## src/design/sao_pkg.sv

```systemverilog
// Shared constants, payload types and helpers for the swerve angle optimizer.
`default_nettype none

package sao_pkg;

  // Q16.16 angle constants
  localparam int unsigned PI_Q      = 205887;
  localparam int unsigned TWO_PI_Q  = 411774;
  localparam int unsigned HALF_PI_Q = 102944;

  // CORDIC start value (gain compensation), Q2.30
  localparam int unsigned GAIN_Q30  = 652032874;
  localparam int unsigned ROUND_HALF = 16384;

  localparam int unsigned ATAN_ENTRIES = 24;

  // Widths
  localparam int unsigned UW    = 34;  // biased angle error
  localparam int unsigned RW    = 19;  // residue in [0, 2pi)
  localparam int unsigned AW    = 21;  // signed residue work width
  localparam int unsigned DW    = 32;  // CORDIC datapath
  localparam int unsigned SAT_W = 34;  // saturation helper input

  // Error is biased by 10431 * 2pi so it is never negative; 15 reduce cells
  // (2pi << 14 down to 2pi << 0) bring it below 2pi.
  localparam logic [UW-1:0] MOD_OFFSET = 34'd4295214594;
  localparam int unsigned   MOD_CELLS  = 15;

  // Truncated arctangents, Q2.30
  localparam logic signed [DW-1:0] ATAN_Q30 [ATAN_ENTRIES] = '{
    32'sh3243F6A8, 32'sh1DAC6705, 32'sh0FADBAFC, 32'sh07F56EA6,
    32'sh03FEAB76, 32'sh01FFD55B, 32'sh00FFFAAA, 32'sh007FFF55,
    32'sh003FFFEA, 32'sh001FFFFD, 32'sh000FFFFF, 32'sh0007FFFF,
    32'sh0003FFFF, 32'sh0001FFFF, 32'sh0000FFFF, 32'sh00007FFF,
    32'sh00003FFF, 32'sh00001FFF, 32'sh00000FFF, 32'sh000007FF,
    32'sh000003FF, 32'sh000001FF, 32'sh000000FF, 32'sh0000007F
  };

  // Request fields that ride along the whole pipe
  typedef struct packed {
    logic signed [31:0] tgt;
    logic signed [15:0] spd;
    logic signed [31:0] cur;
    logic               ok;
    logic               e_neg;   // target - current < 0
    logic               ep_neg;  // target + pi - current < 0
  } sao_side_t;

  typedef struct packed {
    sao_side_t       side;
    logic [UW-1:0]   u;
  } sao_mod_t;

  typedef struct packed {
    sao_side_t              side;
    logic [RW-1:0]          res;   // error mod 2pi
    logic                   neg;   // cosine folded by a half turn
    logic signed [DW-1:0]   x;
    logic signed [DW-1:0]   y;
    logic signed [DW-1:0]   z;
  } sao_rot_t;

  // Clamp to signed 16 bits
  function automatic logic signed [15:0] sat16(input logic signed [SAT_W-1:0] v);
    logic [SAT_W-16:0] top;
    top = v[SAT_W-1:15];
    if (top == '0 || top == '1) begin
      return v[15:0];
    end
    return v[SAT_W-1] ? 16'sh8000 : 16'sh7fff;
  endfunction

endpackage

`default_nettype wire

```

## src/design/sao_mod_cell.sv

```systemverilog
// One restoring reduce cell: subtracts 2pi << SHIFT when the error allows.
`default_nettype none

module sao_mod_cell #(
  parameter int unsigned SHIFT = 0
) (
  input  logic              clk_i,
  input  logic              rst_ni,
  input  logic              valid_i,
  output logic              ready_o,
  input  sao_pkg::sao_mod_t data_i,
  output logic              valid_o,
  input  logic              ready_i,
  output sao_pkg::sao_mod_t data_o
);
  import sao_pkg::*;

  localparam logic [UW-1:0] STEP = UW'(TWO_PI_Q) << SHIFT;

  logic     v_q;
  sao_mod_t d_d, d_q;

  assign ready_o = ~v_q | ready_i;
  assign valid_o = v_q;
  assign data_o  = d_q;

  always_comb begin
    d_d = data_i;
    if (data_i.u >= STEP) begin
      d_d.u = data_i.u - STEP;
    end
  end

  always_ff @(posedge clk_i or negedge rst_ni) begin
    if (!rst_ni) begin
      v_q <= 1'b0;
    end else if (ready_o) begin
      v_q <= valid_i;
    end
  end

  always_ff @(posedge clk_i) begin
    if (ready_o && valid_i) begin
      d_q <= d_d;
    end
  end

endmodule

`default_nettype wire

```

## config.mk

```make
export PLATFORM = sky130hd
export DESIGN_NAME = sao_mod_cell
export DESIGN_NICKNAME = d
export VERILOG_FILES = /design/src/design/sao_pkg.sv /design/src/design/sao_mod_cell.sv
export SDC_FILE = /design/constraint.sdc
export NUM_CORES = 1
export LEC_CHECK = 0
export BUFFER_PORTS_ARGS = -buffer_cell sky130_fd_sc_hd__buf_2
export CAP_MARGIN = 30
export CORE_AREA = 5 5 94 140
export CTS_CLUSTER_DIAMETER = 40
export CTS_CLUSTER_SIZE = 20
export DETAILED_ROUTE_END_ITERATION = 7
export DIE_AREA = 0 0 99 145
export HOLD_SLACK_MARGIN = 0.12
export PLACE_DENSITY = 0.76
export SETUP_SLACK_MARGIN = 0.1
export SLEW_MARGIN = 30
export SYNTH_ARGS = -nofsm -noshare
export SYNTH_HDL_FRONTEND = slang
export SYNTH_SLANG_ARGS = --single-unit
```

## constraint.sdc

```tcl
create_clock -name clk_i -period 6.8 [get_ports clk_i]
set_input_delay 0 -clock clk_i [delete_from_list [all_inputs] [get_ports clk_i]]
set_output_delay 0 -clock clk_i [all_outputs]
set_load 0.03 [all_outputs]
```

==> flow_metrics.env <==
export IMPL_run_status="completed"
export IMPL_i_o_pin_total=240
export IMPL_async_flop_share_pct=0.847
export IMPL_synth_xor_area_share_pct=5.25
export IMPL_grt_pass1_wl_um=21800
export IMPL_power_share_clock_pct=43.6
export IMPL_clock_skews_ns=0.00601
export IMPL_worstReg2RegEnd="data_o[54]$_DFFE_PP_"
export IMPL_cts_root_to_sink_buffers=2
export IMPL_worst_slew_pin_tran_ns=0.804
export IMPL_areaGrowthSynthToFinish_pct=73.3
export IMPL_grt_overflow_total=0
export IMPL_crit_path_max_fanout=16
export IMPL_netSwitchingFraction_pct=24.3
export IMPL_hpwl_um=9720
export IMPL_synth_compound_gate_area_share_pct=8.47
export IMPL_die_w_um=99
export IMPL_grt_start_max_net_pins=69
export IMPL_powerDensity_mw_per_mm2=262
export IMPL_crit_top_cell="sky130_fd_sc_hd__dlygate4sd3_1"
export IMPL_yosys_area_share_adder_pct=0.278
export IMPL_layout_cells_most_common="sky130_fd_sc_hd__buf_2"
export IMPL_clkLatencyLatePin_ns=0.39
export IMPL_first_global_vias=4079
export IMPL_die_height_um=145
export IMPL_cts_max_level=4
export IMPL_mappedNetlistArea_mm2=0.00451
export IMPL_cpPeakStageDelay_ns=0.64
export IMPL_synth_ff_type="sky130_fd_sc_hd__edfxtp_1"
export IMPL_edff_count_synth=117
export IMPL_synthTopCellsByArea="sky130_fd_sc_hd__edfxtp_1 (78%), sky130_fd_sc_hd__xor2_1 (2.7%), sky130_fd_sc_hd__xnor2_1 (2.5%)"
export IMPL_row_count=49
export IMPL_main_combinational_cell_family_by_area_after_synthesis="compound AO/OA/AOI/OAI gates"
export IMPL_synthesis_instances=253
export IMPL_remaining_drc_errors=0
export IMPL_synth_top_area_share_pct=78.0
export IMPL_fin_ws_ns=3.67
export IMPL_via_per_inst=4.75
export IMPL_totalWireLength_um=14300
export IMPL_comb_power_share_pct=14.2
export IMPL_clk_pin_slew_worst_paths_ns=0.05
export IMPL_setup_worst_path_end_class="register"
export IMPL_worstRegToRegCells=3
export IMPL_yosys_area_share_simple_pct=6.14
export IMPL_pre_cts_slack_ns=4.32
export IMPL_hold_critical_path_depth=2
export IMPL_timing_critical_path_max_delay_family="buffers and inverters"
export IMPL_grtUsageTotal_pct=19.8
export IMPL_worst_path_max_delay_cell="sky130_fd_sc_hd__a2111oi_1"
export IMPL_cell_taking_the_most_area_after_synthesis="sky130_fd_sc_hd__edfxtp_1"
export IMPL_timing_final_setup_violations=0
export IMPL_cts_root_buffer="sky130_fd_sc_hd__clkbuf_16"
export IMPL_detail_route_iter0_violations=165
export IMPL_timing_slew_headroom_pct=46.4
export IMPL_drt_first_pass_iters=5
export IMPL_fillCellCount=829
export IMPL_floorplan_die_area_mm2=0.0144
export IMPL_crit_chain="dlygate4sd3_1 -> buf_2 -> nor2_1 -> and4_1 -> nand3b_1 -> a2111oi_1 -> xor2_1 -> dlygate4sd3_1"
export IMPL_post_synthesis_register_bit_count=118
export IMPL_antenna_found_initial=2
export IMPL_path_buf_inv=3
export IMPL_switching_pwr_uw=497
export IMPL_timing_final_crit_period_ns=3.13
export IMPL_timing_final_crit_share_pct=46.1
export IMPL_ant_nets=0
export IMPL_worst_vdd_ir_mv=0.171
export IMPL_synthesis_yosys_warnings=0
export IMPL_cts_tree="built"
export IMPL_via_count=3826
export IMPL_initial_utilization_pct=38.1
export IMPL_setup_worst_path_class="input pin to register"
export IMPL_buffer_ports_inserted=239
export IMPL_startpoint_of_the_worst_hold_path="data_i[89]"
export IMPL_worst_r2r_setup_slack_ns=4.53
export IMPL_clkSinkCount=118
export IMPL_clock_buffer_count_from_cts=17
export IMPL_worstHoldPathType="input pin to register"
export IMPL_muxShareOfSynthArea_pct=0.722
export IMPL_most_common_layout_cells="sky130_fd_sc_hd__buf_2 (239), sky130_fd_sc_hd__dlygate4sd3_1 (132), sky130_fd_sc_hd__edfxtp_1 (117)"
export IMPL_design_core_area_mm2=0.0118
export IMPL_post_route_cells_drive_above_1_share_pct=42.7
export IMPL_synth_yosys_seq_area_share_pct=78.5
export IMPL_critical_path_required_ns=6.94
export IMPL_synth_fp_nets=375
export IMPL_power_static_leakage_uw=0.00320
export IMPL_finalHoldViolations=0
export IMPL_seq_power_share_pct=42.2
export IMPL_min_to="data_o[89]$_DFFE_PP_"
export IMPL_rsz0062_at_grt="false"
export IMPL_crit_reg2reg_launch="valid_o$_DFFE_PN0N_"
export IMPL_synth_cell_types=47
export IMPL_layout_net_count=760
export IMPL_power_report_internal_total_uw=1550
export IMPL_final_max_slew_viol_count=0
export IMPL_gp_routability_congestion=0.863
export IMPL_routed_length_per_instance_um=17.8
export IMPL_maxCapViolations=0
export IMPL_setup_total_negative_slack_ns=0
export IMPL_fmax_mhz=319
export IMPL_crit_path_start_kind="input pin"
export IMPL_postSynthAreaPerCell_um2=17.8
export IMPL_arrival_time_of_data_at_the_critical_path_endpoint_ns=3.27
==> through the flow <==
step                      hold slack, ns  power [uW]  util, %  instances  area, um^2
after CTS                          0.288        2060     65.9        803        7800
after global routing               0.301        2120     66.0        806        7810
after detailed placement          -0.222        1100     49.7        639        5880
after floorplan                   -0.296        1010        -        253        4510
final                              0.309        2050     66.0        806        7810
after global placement            -0.224        1100     49.7        639        5880
==> worst reg2reg max path: stages, from the launching register on <==
cell	delay, ns
sky130_fd_sc_hd__dfrtp_1	0.38
sky130_fd_sc_hd__nand2b_1	0.12
sky130_fd_sc_hd__and2_4	0.58
sky130_fd_sc_hd__buf_4	0.79
==> logic make-up (layout without fill, tap and decap cells) <==
family / Yosys count / in the layout
buf+inv: 7 / 405
mux: 3 / 3
flops: 118 / 118
simple gates: 45 / 45
compound gates: 52 / 52
xor+xnor: 27 / 27
other cells: 0 / 2
fa+ha+maj: 1 / 1
==> worst max path at each step <==
stage	startpoint	endpoint	slack, ns	depth (start not counted)
6_report	data_i[22]	data_o[9]$_DFFE_PP_	3.67	8
4_1_cts	data_i[22]	data_o[9]$_DFFE_PP_	3.74	8
2_1_floorplan	valid_o$_DFFE_PN0N_	data_o[0]$_DFFE_PP_	2.74	2
5_1_grt	data_i[22]	data_o[9]$_DFFE_PP_	3.52	8
3_5_place_dp	data_i[31]	data_o[2]$_DFFE_PP_	4.32	6
3_3_place_gp	data_i[31]	data_o[2]$_DFFE_PP_	4.37	6
==> cell usage after synthesis (all sizes together) (2+ instances only) <==
cell type and number:
mux2 2, and4 2, a211oi 7, xor2 14, o41ai 2, nand3 4
nand2 3, nand2b 3, or4 2, nor2 7, nand3b 2, nor4 3
and3 3, clkbuf 6, o21ai 11, a21oi 10, and2 4, a211o 2
or3 3, a2111oi 2, o211ai 4, or2 2, edfxtp 117, a31oi 3
a2111o 2, a311o 2, xnor2 13, nor3 4
==> state kept, by name, indices dropped and copies added (netlist names) <==
| register | count |
|---|---|
| data_o | 117 |
| valid_o | 1 |
==> cell type report <==
| cell class | count | area [um^2] | share of cell area (%) |
|---|---|---|---|
| well taps | 153 | 191 | 2.45 |
| flip-flops and latches | 118 | 3540 | 45.3 |
| multi-input cells | 128 | 942 | 12.1 |
| diodes | 2 | 5.00 | 0.0641 |
| repair buffers | 373 | 2530 | 32.4 |
| clock buffers | 17 | 425 | 5.45 |
| clock inverters | 15 | 178 | 2.27 |
==> routing by layer <==
layer	part of all wire, %	wire length [um]	vias to the layer above	track usage (%)
met5	0	0	-	0
met4	1.8	259	0	6.56
met3	6.6	947	18	4.90
met2	58	8370	180	38.9
met1	33	4760	1839	19.5
li1	-	-	1789	-
==> what timing repair did <==
action                                 in CTS  in global routing
hold buffers                              132                  0
setup buffers                               0                  0
resized for setup                           0                  0
endpoints found under the hold margin     119                  0
==> power by group through the flow <==
stage | logic, uW | registers (uW) | clock network (uW)
floorplan | 42.2 | 967 | 0
global placement | 222 | 878 | 0
detailed placement | 225 | 879 | 0
CTS | 288 | 864 | 912
global route | 306 | 867 | 951
finish | 290 | 865 | 892
(Power assumes the default switching activity.)
