## config.mk

```make
export PLATFORM = sky130hd
export DESIGN_NAME = sao_finish
export DESIGN_NICKNAME = d
export VERILOG_FILES = /design/src/design/sao_pkg.sv /design/src/design/sao_finish.sv
export SDC_FILE = /design/constraint.sdc
export NUM_CORES = 1
export LEC_CHECK = 0
export BUFFER_PORTS_ARGS = -buffer_cell sky130_fd_sc_hd__buf_2
export CORE_ASPECT_RATIO = 1.25
export CORE_MARGIN = 1.5
export CORE_UTILIZATION = 25
export CTS_BUF_LIST = sky130_fd_sc_hd__clkbuf_16
export DETAILED_ROUTE_END_ITERATION = 7
export PLACE_DENSITY = 0.49
export SLEW_MARGIN = 10
export SYNTH_ARGS = -nofsm -noshare
export SYNTH_HDL_FRONTEND = slang
export SYNTH_SLANG_ARGS = --single-unit
```

## constraint.sdc

```tcl
create_clock -name clk_i -period 15.4 [get_ports clk_i]
set_input_delay 3.08 -clock clk_i [delete_from_list [all_inputs] [get_ports clk_i]]
set_output_delay 3.08 -clock clk_i [all_outputs]
set_load 0.005 [all_outputs]
```

## src/design/sao_pkg.sv

```systemverilog
// Shared constants, payload types and helpers for the swerve angle optimizer.
`default_nettype none

package sao_pkg;

  // Q16.16 angle constants
  localparam int unsigned PI_Q      = 205887;
  localparam int unsigned TWO_PI_Q  = 411774;
  localparam int unsigned HALF_PI_Q = 102944;

  // CORDIC start value (gain compensation), Q2.30
  localparam int unsigned GAIN_Q30  = 652032874;
  localparam int unsigned ROUND_HALF = 16384;

  localparam int unsigned ATAN_ENTRIES = 24;

  // Widths
  localparam int unsigned UW    = 34;  // biased angle error
  localparam int unsigned RW    = 19;  // residue in [0, 2pi)
  localparam int unsigned AW    = 21;  // signed residue work width
  localparam int unsigned DW    = 32;  // CORDIC datapath
  localparam int unsigned SAT_W = 34;  // saturation helper input

  // Error is biased by 10431 * 2pi so it is never negative; 15 reduce cells
  // (2pi << 14 down to 2pi << 0) bring it below 2pi.
  localparam logic [UW-1:0] MOD_OFFSET = 34'd4295214594;
  localparam int unsigned   MOD_CELLS  = 15;

  // Truncated arctangents, Q2.30
  localparam logic signed [DW-1:0] ATAN_Q30 [ATAN_ENTRIES] = '{
    32'sh3243F6A8, 32'sh1DAC6705, 32'sh0FADBAFC, 32'sh07F56EA6,
    32'sh03FEAB76, 32'sh01FFD55B, 32'sh00FFFAAA, 32'sh007FFF55,
    32'sh003FFFEA, 32'sh001FFFFD, 32'sh000FFFFF, 32'sh0007FFFF,
    32'sh0003FFFF, 32'sh0001FFFF, 32'sh0000FFFF, 32'sh00007FFF,
    32'sh00003FFF, 32'sh00001FFF, 32'sh00000FFF, 32'sh000007FF,
    32'sh000003FF, 32'sh000001FF, 32'sh000000FF, 32'sh0000007F
  };

  // Request fields that ride along the whole pipe
  typedef struct packed {
    logic signed [31:0] tgt;
    logic signed [15:0] spd;
    logic signed [31:0] cur;
    logic               ok;
    logic               e_neg;   // target - current < 0
    logic               ep_neg;  // target + pi - current < 0
  } sao_side_t;

  typedef struct packed {
    sao_side_t       side;
    logic [UW-1:0]   u;
  } sao_mod_t;

  typedef struct packed {
    sao_side_t              side;
    logic [RW-1:0]          res;   // error mod 2pi
    logic                   neg;   // cosine folded by a half turn
    logic signed [DW-1:0]   x;
    logic signed [DW-1:0]   y;
    logic signed [DW-1:0]   z;
  } sao_rot_t;

  // Clamp to signed 16 bits
  function automatic logic signed [15:0] sat16(input logic signed [SAT_W-1:0] v);
    logic [SAT_W-16:0] top;
    top = v[SAT_W-1:15];
    if (top == '0 || top == '1) begin
      return v[15:0];
    end
    return v[SAT_W-1] ? 16'sh8000 : 16'sh7fff;
  endfunction

endpackage

`default_nettype wire

```

## src/design/sao_finish.sv

```systemverilog
// Cosine rounding, speed scaling, angle wrap and the output register.
`default_nettype none

module sao_finish (
  input  logic                clk_i,
  input  logic                rst_ni,
  input  logic                valid_i,
  output logic                ready_o,
  input  sao_pkg::sao_rot_t   data_i,
  output logic                valid_o,
  input  logic                ready_i,
  output logic signed [31:0]  out_angle_o,
  output logic signed [15:0]  out_speed_o,
  output logic                flipped_o,
  output logic                used_position_o
);
  import sao_pkg::*;

  localparam logic [AW-1:0] PI_A  = AW'(PI_Q);
  localparam logic [AW-1:0] TPI_A = AW'(TWO_PI_Q);

  typedef struct packed {
    sao_side_t          side;
    logic [RW-1:0]      res;
    logic signed [15:0] c;
  } sao_cos_t;

  typedef struct packed {
    sao_side_t              side;
    logic signed [31:0]     prod;
    logic signed [AW-1:0]   rd;
    logic                   flip;
  } sao_mul_t;

  // stage A: cosine to Q1.15
  logic                   a_v_q, a_rdy;
  sao_cos_t               a_d, a_q;
  logic signed [DW:0]     xw, xn;
  logic signed [DW+1:0]   xsum, xsh;

  // stage B: product and wrapped angle offset
  logic                   b_v_q, b_rdy;
  sao_mul_t               b_d, b_q;
  logic [AW-1:0]          r0, r1;
  logic signed [AW-1:0]   r2;
  logic                   dneg;

  // stage C: output register
  logic                   c_v_q, c_rdy;
  logic signed [32:0]     psum, psh;
  logic signed [31:0]     ang_d, ang_q;
  logic signed [15:0]     spd_d, spd_q;
  logic                   flip_d, flip_q, used_d, used_q;

  assign c_rdy   = ~c_v_q | ready_i;
  assign b_rdy   = ~b_v_q | c_rdy;
  assign a_rdy   = ~a_v_q | b_rdy;
  assign ready_o = a_rdy;

  always_comb begin
    xw   = {data_i.x[DW-1], data_i.x};
    xn   = data_i.neg ? -xw : xw;
    xsum = {xn[DW], xn} + (DW+2)'(ROUND_HALF);
    xsh  = xsum >>> 15;
    a_d.side = data_i.side;
    a_d.res  = data_i.res;
    a_d.c    = sat16(SAT_W'(xsh));
  end

  always_comb begin
    b_d.side = a_q.side;
    b_d.prod = 32'(a_q.side.spd) * 32'(a_q.c);
    b_d.flip = a_q.c[15];
    dneg     = b_d.flip ? a_q.side.ep_neg : a_q.side.e_neg;
    r0 = AW'(a_q.res) + (b_d.flip ? PI_A : '0);
    r1 = (r0 >= TPI_A) ? r0 - TPI_A : r0;
    r2 = (r1 > PI_A) ? $signed(r1 - TPI_A) : $signed(r1);
    // a residue of exactly pi keeps the sign of the unwrapped difference
    if (r1 == PI_A && dneg) begin
      r2 = $signed(AW'(0) - PI_A);
    end
    b_d.rd = r2;
  end

  always_comb begin
    psum  = {b_q.prod[31], b_q.prod} + 33'(ROUND_HALF);
    psh   = psum >>> 15;
    if (b_q.side.ok) begin
      ang_d  = b_q.side.cur + 32'(b_q.rd);
      spd_d  = sat16(SAT_W'(psh));
      flip_d = b_q.flip;
      used_d = 1'b1;
    end else begin
      ang_d  = b_q.side.tgt;
      spd_d  = b_q.side.spd;
      flip_d = 1'b0;
      used_d = 1'b0;
    end
  end

  always_ff @(posedge clk_i or negedge rst_ni) begin
    if (!rst_ni) begin
      a_v_q <= 1'b0;
      b_v_q <= 1'b0;
      c_v_q <= 1'b0;
    end else begin
      if (a_rdy) a_v_q <= valid_i;
      if (b_rdy) b_v_q <= a_v_q;
      if (c_rdy) c_v_q <= b_v_q;
    end
  end

  always_ff @(posedge clk_i) begin
    if (a_rdy && valid_i) a_q <= a_d;
    if (b_rdy && a_v_q)   b_q <= b_d;
    if (c_rdy && b_v_q) begin
      ang_q  <= ang_d;
      spd_q  <= spd_d;
      flip_q <= flip_d;
      used_q <= used_d;
    end
  end

  assign valid_o         = c_v_q;
  assign out_angle_o     = ang_q;
  assign out_speed_o     = spd_q;
  assign flipped_o       = flip_q;
  assign used_position_o = used_q;

endmodule

`default_nettype wire

```

==> impl_results.md, run 1 <==
* Sw Pwr at 3.33 mW
* Total grt overflow at 0
* Layout cells sized above 1 at approximately 14%
* Total GRT Usage at ~13%
* Mean area per synthesized cell at 10.9 µm²
* Chip width at around 280 µm
* Core area at about 96000 µm²
* Class of the worst hold path: flop to flop
* Gate Count Post-Synth at 2223
* Worst setup SP type: flop
* Largest net degree at the start of global routing at 72
* CTS Hold Bufs at 0
* Power per cell area at about 270 nW/µm²
* Distinct cell type count after synthesis at ~100
* Warnings, synthesis at 0
* Sequential Power Share at about a fifth
* Count of pins over their slew limit at 0
* DIE HEIGHT at approximately 350 µm
* Max frequency at around 120 MHz
* Antenna viol nets, final at 0
* Final #Nets at slightly below 3000
* CTS tree: yes
* Total negative slack at 0 ps
* Crit path buffers/inverters at 4
* Yosys top cell area share at a little over a third
* Switching share of power at 44.8%
* Worst Skew at between 20 and 25 ps
* Synth top area cells: edfxtp_1, fa_1, ha_1
* I/O pins at 255
* # fillers at 10100
* Area Overhead vs Synth at 14.6%
* FF+latch count, synth at 292
* Relative slew slack at between 20 and 30%
* Die area at between 90000 and 100000 µm²
* RePlAce Congestion at approximately 0.85
* Unrepaired setup endpoints after global routing: no
* Crit Path Class: flop to flop
* Cell family with most CP delay: adder cells
* Vias in the first global route at between 15000 and 20000
* Crit-path max FO at 17
* Biggest cell delay along the critical path at 710 ps
* Pre-antenna DRT Iters at 5
* Global-route wire length before repair at roughly 96000 µm
* Post-synth top area cell: edfxtp_1
* CTS resizes at 0
* Post-CTS setup buffers at 0
* Post-route cell area at 27800 µm²
* Critical Path RT at around 16000 ps
* Clock share of power at 11.6%
* Post-synth EDFFs at 289
* Dpl cell area at about 27000 µm²
* WP data arrival at roughly 8300 ps
* H-tree Lvls at 2
* Clk root buf: clkbuf_16
* WL final at 60700 µm
* Final Hold Vio Count at 0
* Most used DFF post-synth: edfxtp_1
* Fin crit period at around 8000 ps
* Pleak at about 12 nW
* Cts bufs inserted at 37
* MaxCap Viol Count at 0
* Via Count at 16100
* Reg clk slew, reported paths at about 60 ps
* Starting Density at between 20% and 30%
* Syn Nets at 2813
* Seq/Total Area, Yosys at 36.1%
* Combinational fraction of design power at 69.5%
* Worst Setup End Kind: flop
* Drt first-iter violations at between 600 and 700
* CP max-delay cell: edfxtp_1
* Cell Int Power at ~4 mW
* Detailed-placement wirelength estimate at 47500 µm
* CTS sink count at 292
* Synth top cells by count: inv_1, edfxtp_1, fa_1
* Maximum vdd drop at just over 0.0003 V
* Count leader, synth: inv_1
* Post-synth ARST share at around 1.0%
* Final period utilization at ~52%
* Vias per cell at roughly 4.3
* DRC viols at 0
* Site Rows at between 100 and 150
* CP most frequent cell: fa_1
* Antenna violations before repair at 9
* Wire per inst at 16.4 µm
* Worst-Skew Late Latency at roughly 550 ps
* Worst-margin pin slew at between 1000 and 1500 ps
* CTS Buffer Depth at 3
* Status: finished, final reports clean
* Setup violations, final at 0
* Port bufs at 190
* Core Util, Final at between 20% and 30%
* Netlist Area Pre-Place at ~24000 µm²
-- power by group through the flow --
stage	registers, mW	clock network, mW	logic, mW
2_1_floorplan	1.38	0	4.15
3_3_place_gp	1.43	0	5.24
3_5_place_dp	1.43	0	5.29
4_1_cts	1.41	0.902	5.32
5_1_grt	1.42	0.926	6.08
6_report	1.41	0.862	5.18
-- state kept, by name, indices dropped and copies added (netlist names) --
register,cells
a_q,118
a_v_q,1
b_q,121
b_v_q,1
flipped_o,1
out_angle_o,32
out_speed_o,16
used_position_o,1
valid_o,1
-- kinds of logic after synthesis --
family | count (synthesis) | synth area share (%)
xor+xnor | 126 | 4.61
fa+ha+maj | 387 | 28.1
flops | 292 | 36.1
simple gates | 653 | 13.6
mux | 46 | 2.07
buf+inv | 424 | 6.71
compound gates | 295 | 8.81
-- layout make-up --
cell class | instances | area, µm² | share of cell area (%)
Timing Repair Buffer | 200 | 1030 | 3.69
Inverter | 354 | 1330 | 4.78
Clock buffer | 37 | 926 | 3.33
Clock inverter | 28 | 265 | 0.954
Sequential cell | 292 | 8750 | 31.5
Tap cell | 1290 | 1610 | 5.81
Antenna cell | 3 | 7.51 | 0.0270
Multi-Input combinational cell | 1507 | 13900 | 49.9
-- through the flow --
step	setup slack (ps)	hold WS, ps	std cells	power [mW]
global route	6870	421	3711	8.43
floorplan	8380	400	2223	5.53
finish	7390	409	3711	7.45
global placement	7360	403	3643	6.66
detailed placement	7310	405	3643	6.71
CTS	7280	414	3708	7.64
-- path summary, 6_finish.rpt --
path | start | end | slack (ps) | cells after the start
worst max-delay path | a_q[76] | b_q[53] | 7390 | 25
worst min-delay path | a_q[113] | b_q[132] | 410 | 0
min in group asynchronous | rst_ni | valid_o | 2310 | 1
max in group asynchronous | rst_ni | a_v_q | 12970 | 1
worst min register to register | a_q[113] | b_q[132] | 410 | 0
worst max register to register | a_q[76] | b_q[53] | 7390 | 25
-- cell usage in the layout (no fill, tap or decap), types with 10 or more instances in the layout --
master / netlist / routed
a21oi_1: 61 / 61
and3_1: 19 / 19
buf_4: 1 / 10
xnor2_1: 94 / 94
o21a_1: 15 / 15
nand2b_1: 22 / 22
mux2_2: 28 / 28
mux2i_1: 15 / 15
fa_1: 263 / 263
a21o_1: 21 / 21
and2_1: 140 / 137
edfxtp_1: 289 / 289
nand2_1: 197 / 197
nand3_1: 30 / 30
inv_1: 354 / 358
nor2_1: 137 / 137
clkbuf_16: 0 / 37
ha_1: 124 / 124
o21ai_0: 59 / 59
o22a_1: 15 / 15
buf_2: 11 / 190
nor3_1: 36 / 36
xor2_1: 30 / 30
a31oi_1: 12 / 12
nor2b_1: 10 / 10
-- layer usage --
| metal | share of wire (%) | track usage (%) | wire length (µm) | vias to the layer above |
|---|---|---|---|---|
| li1 | - | - | - | 7776 |
| met1 | 42 | 14.8 | 25600 | 7938 |
| met2 | 52 | 23.4 | 31600 | 280 |
| met3 | 3.9 | 1.97 | 2370 | 69 |
| met4 | 1.9 | 2.90 | 1140 | 6 |
| met5 | 0.054 | 0 | 33 | - |
(Power assumes the default switching activity.)
==> run 2, diff against run 1 <==
--- a/config.mk
+++ b/config.mk
@@ -5,13 +5,14 @@
 export SDC_FILE = /design/constraint.sdc
 export NUM_CORES = 1
 export LEC_CHECK = 0
+export ABC_AREA = 1
 export BUFFER_PORTS_ARGS = -buffer_cell sky130_fd_sc_hd__buf_2
 export CORE_ASPECT_RATIO = 1.25
 export CORE_MARGIN = 1.5
 export CORE_UTILIZATION = 25
 export CTS_BUF_LIST = sky130_fd_sc_hd__clkbuf_16
 export DETAILED_ROUTE_END_ITERATION = 7
-export PLACE_DENSITY = 0.49
+export PLACE_DENSITY = 0.5
 export SLEW_MARGIN = 10
 export SYNTH_ARGS = -nofsm -noshare
 export SYNTH_HDL_FRONTEND = slang
==> constraint.sdc (replaced) <==
create_clock -name clk_i -period 6.7 [get_ports clk_i]
set_input_delay 1.34 -clock clk_i [delete_from_list [all_inputs] [get_ports clk_i]]
set_output_delay 1.34 -clock clk_i [all_outputs]
set_load 0.005 [all_outputs]
==> run 2 against run 1 <==
  * Synthesized cell count rose by 25%
  * Clock skew rose by 2.8 ps
  * Count of clock-buffer cells in the layout fell by 6
  * Non-clock buffer count rose by 86
  * Cell count rose by 17%
  * Flip-flop and latch count did not move
  * Setup slack got worse by 7000 ps
  * Register-to-register slack got worse by 7000 ps
  * Global-route usage rose by 0.37 points
  * Critical endpoint is now b_q[52]
  * Critical path depth fell by 1
==> impl_results.md, run 2 <==
* Status: finished, final reports clean
* Worst Skew at approximately 26 ps
* Fin crit period at between 6000 and 7000 ps
* # fillers at approximately 11000
* Post-synth top area cell: edfxtp_1
* Worst Setup End Kind: flop
* Chip width at between 200 and 300 µm
* Clk root buf: clkbuf_16
* Distinct cell type count after synthesis at between 50 and 60
* Worst setup SP type: flop
* Total GRT Usage at between 10% and 20%
* Post-synth ARST share at 1.03%
* Post-synth EDFFs at between 200 and 300
* Synth top area cells: edfxtp_1, fa_1, nand2_1
* Seq/Total Area, Yosys at 34.9%
* CTS sink count at about 300
* Synth top cells by count: nand2_1, inv_1, edfxtp_1
* Setup violations, final at 0
* CTS Hold Bufs at 0
* Reg clk slew, reported paths at ~70 ps
* CTS Buffer Depth at 3
* Max frequency at 159 MHz
* Pre-antenna DRT Iters at 5
* Placed insts at between 4000 and 5000
* WL final at ~66000 µm
* Starting Density at between 20% and 30%
* DIE HEIGHT at 357 µm
* Final Hold Vio Count at 0
* Count of pins over their slew limit at 0
* CTS tree: yes
* Crit-path max FO at 8
* Max reg flops at 121
* Mean area per synthesized cell at ~9 µm²
* Gate Count Post-Synth at roughly 2800
* H-tree Lvls at 1
* Count leader, synth: nand2_1
* Antenna violations before repair at 12
* Via Count at roughly 18000
* Reg with most FFs: b_q
* DRC viols at 0
* Antenna viol nets, final at 0
* Detailed-placement wirelength estimate at 52700 µm
* Final period utilization at approximately 94%
* Core area at roughly 99000 µm²
* Drt first-iter violations at 790
* Vias in the first global route at roughly 19000
* Die area at about 100000 µm²
* Layout cells sized above 1 at between 10% and 20%
* Yosys top cell area share at about a third
* Warnings, synthesis at 0
* Most frequent cells in the layout: nand2_1, inv_1, edfxtp_1
* Relative slew slack at between 30% and 40%
* Vias per cell at 4.21
* Crit Path Class: flop to flop
* Area Overhead vs Synth at 16.8%
* Netlist Area Pre-Place at about 25000 µm²
* Total negative slack at 0 ps
* Largest net degree at the start of global routing at slightly below 80
* Wire per inst at between 15 and 20 µm
* Hold Slack at between 400 and 500 ps
* Port bufs at 190
* Site Rows at between 100 and 150
* FF+latch count, synth at 292
* Post-Layout Cell Count at about 4400
* Worst-Skew Late Latency at approximately 600 ps
* Class of the worst hold path: flop to flop
* Worst-margin pin slew at just over 1000 ps
* WP data arrival at approximately 6600 ps
* Global-route wire length before repair at approximately 100000 µm
* MaxCap Viol Count at 0
* Most used DFF post-synth: edfxtp_1
* Final #Nets at around 3600
* I/O pins at approximately 260
* Unrepaired setup endpoints after global routing: no
* Total grt overflow at 0
* Syn Nets at around 3400
* Cts bufs inserted at 31
* RePlAce Congestion at around 0.9
* Critical Path RT at ~7000 ps
* Commonest non-fill, non-tap cell in the layout: nand2_1
==> run 2: cell count changes after synthesis, moves of 35 or more <==
cell,change
inv_1,+243
xor2_1,+35
nand2_1,+477
xnor2_1,-42
and2_1,-137
nand3_1,+87
==> run 2: metal layers <==
metal | up-vias | track usage (%) | part of all wire (%)
met4 | 10 | 3.42 | 2.1
met2 | 340 | 24.5 | 52
met3 | 88 | 1.70 | 4.2
met5 | - | 0 | 0.12
li1 | 9110 | - | -
met1 | 8790 | 15.0 | 41
==> run 2: cell families after synthesis <==
| family | synth area share [%] |
|---|---|
| flip-flops | 34.9 |
| AND/OR/NAND/NOR | 18.7 |
| AO/OA/AOI/OAI | 4.76 |
| buffers and inverters | 10.4 |
| adder cells (fa/ha/maj) | 27.2 |
| XOR/XNOR | 4.09 |
==> run 2: layout make-up <==
class,count,area [µm²],area share (%)
timing repair buffer,286,1780,6.09
multi-input combinational,1801,13700,46.9
clock buffer,31,776,2.65
inverter,608,2290,7.83
clock inverter,26,303,1.03
tap,1310,1640,5.59
sequential,292,8750,29.9
antenna,2,5.00,0.0171
==> run 2: timing repair <==
| action | 4_1_cts | 5_1_grt |
|---|---|---|
| gates resized for setup | 0 | 3 |
| endpoints found under the setup margin | 0 | 10 |
| buffers inserted | 0 | 14 |
==> run 2: critical path, cell delays in order (launching register included) <==
cell,delay (ps)
edfxtp_1,510
buf_4,230
nand2_1,60
inv_1,60
fa_1,540
inv_1,50
fa_1,490
inv_1,50
fa_1,550
fa_1,450
fa_1,550
inv_1,50
fa_1,520
inv_1,40
ha_1,290
nand2_1,90
nor4_1,350
o21ai_0,140
nand3_1,140
nand2_1,70
o211ai_1,120
nand3_1,90
and2_1,190
o41ai_2,260
xor2_1,100
==> run 2: path summary, 6_finish.rpt <==
check | slack [ps] | start | to | cells past startpoint
min in group asynchronous | 550 | rst_ni | valid_o | 1
max in group asynchronous | 6040 | rst_ni | a_v_q | 1
worst max register to register | 410 | a_q[6] | b_q[52] | 24
worst min-delay path | 420 | a_q[86] | b_q[105] | 0
worst max-delay path | 410 | a_q[6] | b_q[52] | 24
worst min register to register | 420 | a_q[86] | b_q[105] | 0
==> run 2: stage by stage <==
step | utilization (%) | instance area (µm²) | setup slack [ps]
6_report | 29.5 | 29300 | 408
5_1_grt | 29.5 | 29300 | 19.6
4_1_cts | 29.3 | 29100 | 125
3_5_place_dp | 28.3 | 28100 | 208
3_3_place_gp | 28.3 | 28100 | 169
2_1_floorplan | - | 25100 | 274
Power of run 2 is left out: the tool's default activity adds up to more than one toggle a clock period on the data nets, which glitch-free logic cannot reach.
==> run 3, diff against run 2 <==
--- a/config.mk
+++ b/config.mk
@@ -9,10 +9,10 @@
 export BUFFER_PORTS_ARGS = -buffer_cell sky130_fd_sc_hd__buf_2
 export CORE_ASPECT_RATIO = 1.25
 export CORE_MARGIN = 1.5
-export CORE_UTILIZATION = 25
+export CORE_UTILIZATION = 45
 export CTS_BUF_LIST = sky130_fd_sc_hd__clkbuf_16
 export DETAILED_ROUTE_END_ITERATION = 7
-export PLACE_DENSITY = 0.5
+export PLACE_DENSITY = 0.74
 export SLEW_MARGIN = 10
 export SYNTH_ARGS = -nofsm -noshare
 export SYNTH_HDL_FRONTEND = slang
==> run 3 against run 2 <==
  * Final area decreased by 3.1%
  * Highest routed layer unchanged
  * Count of clock-buffer cells in the layout unchanged
  * Global-route usage is 8.2 points higher
  * First-iteration DRC count up 46%
  * Critical path type unchanged
  * Via count grew 2.5%
  * Core utilization is 22 points higher
  * Critical path depth fell by 1
  * Non-clock buffer count down 11
  * Clock skew decreased by 12 ps
  * Sequential share of layout area grew 0.95 points
  * Critical endpoint is now b_q[50]
  * Routed wire length down 11%
==> impl_results.md, run 3 (synthesis gave the netlist of run 2 again) <==
* Status: finished, final reports clean
* Placed insts at 3685
* Crit. Startpoint: a_q[85]
* Reg clk slew, reported paths at ~60 ps
* Reg with most FFs: b_q
* Commonest non-fill, non-tap cell in the layout: nand2_1
* Starting Density at between 40% and 50%
* Unrepaired setup endpoints after global routing: no
* RePlAce Congestion at ~0.9
* Chip width at approximately 210 µm
* Crit Path Class: flop to flop
* Worst setup SP type: flop
* MaxCap Viol Count at 0
* FF-to-FF setup slack at about 370 ps
* Layout cells sized above 1 at 13.7%
* Via Count at 18800
* Core area at approximately 55000 µm²
* Final #Nets at ~3600
* Drt first-iter violations at 1154
* Final period utilization at between 90% and 100%
* Setup violations, final at 0
* Most frequent cells in the layout: nand2_1, inv_1, edfxtp_1
* CTS tree: yes
* Setup ws final at approximately 370 ps
* Die area at 57200 µm²
* Reg2reg path depth at 23
* WP data arrival at roughly 6600 ps
* Cts bufs inserted at 30
* Worst Skew at approximately 14 ps
* Total negative slack at 0 ps
* Largest net degree at the start of global routing at 59
* Site Rows at 96
* Clk root buf: clkbuf_16
* Worst-Skew Late Latency at a little under 600 ps
* CTS Buffer Depth at 3
* DIE HEIGHT at around 270 µm
* CTS sink count at roughly 290
* Total grt overflow at 0
* Worst Setup End Kind: flop
* Antenna viol nets, final at 0
* Final Hold Vio Count at 0
* Pre-antenna DRT Iters at 5
* Fin crit period at between 6000 and 7000 ps
* Worst R2R Start: a_q[85]
* Post-Layout Cell Count at around 3800
* Max reg flops at 121
* Count of pins over their slew limit at 0
* WL final at 58600 µm
* Vias in the first global route at approximately 19000
* CTS Hold Bufs at 0
* Vias per cell at between 4 and 5
* Area Overhead vs Synth at 13.2%
* Worst-margin pin slew at approximately 1100 ps
* DRC viols at 0
* H-tree Lvls at 1
* Max frequency at 158 MHz
* Class of the worst hold path: flop to flop
* Critical Path RT at roughly 7000 ps
* Crit-path max FO at 5
* Relative slew slack at approximately 28%
* Setup crit end: b_q[50]
* Total GRT Usage at 21.1%
* Detailed-placement wirelength estimate at between 40000 and 50000 µm
* Port bufs at 190
* Wire per inst at roughly 16 µm
* Antenna violations before repair at 2
* I/O pins at ~260
* Global-route wire length before repair at about 96000 µm
* Reg2reg end: b_q[50]
* Setup slack at placement at around 150 ps
-- run 3: critical path, cell delays in order, from the launching register on --
cell	delay [ps]
edfxtp_1	490
nand2_1	160
inv_1	100
fa_1	580
inv_1	110
fa_1	540
inv_1	50
fa_1	560
fa_1	470
fa_1	560
inv_1	60
fa_1	520
inv_1	40
ha_1	290
nand2_1	90
nor4_2	330
o21ai_0	130
nand3_1	130
nand2_1	60
o211ai_1	140
nand3_1	100
and2_1	200
o21ai_0	250
xor2_1	120
-- run 3: routing by layer --
| metal | up-vias | track usage (%) | share of wire (%) |
|---|---|---|---|
| met5 | - | 0 | 0.046 |
| met3 | 161 | 2.25 | 6.0 |
| met2 | 608 | 38.3 | 51 |
| met1 | 8926 | 25.4 | 39 |
| li1 | 9089 | - | - |
| met4 | 4 | 9.04 | 4.1 |
-- run 3: worst min path at each step --
stage | from | end | slack (ps) | depth (start not counted)
after floorplan | a_q[86] | b_q[105] | 400 | 0
after global placement | a_q[69] | b_q[88] | 400 | 0
after detailed placement | a_q[87] | b_q[106] | 400 | 0
after CTS | a_q[53] | b_q[72] | 420 | 0
after global routing | a_q[65] | b_q[84] | 420 | 0
final | a_q[69] | b_q[88] | 420 | 0
-- run 3: metrics by stage --
step	utilization, %	area, µm²	hold slack [ps]
finish	51.6	28400	419
global route	51.6	28400	423
CTS	51.1	28100	419
detailed placement	49.3	27100	405
global placement	49.3	27100	400
floorplan	-	25100	400
-- run 3: area by class of cell --
type / instances / area (µm²)
Clock buffer: 31 / 776
Fill cell: 5003 / 26600
Tap cell: 735 / 920
Timing Repair Buffer: 275 / 1680
Inverter: 608 / 2290
Antenna cell: 2 / 5.00
Clock inverter: 20 / 233
Multi-Input combinational cell: 1801 / 13700
Sequential cell: 292 / 8750
-- run 3: repair_timing --
item | in CTS | in global routing
endpoints found under the setup margin | 0 | 10
buffers inserted | 0 | 26
resized for setup | 0 | 3
Power of run 3 is left out for the same reason.
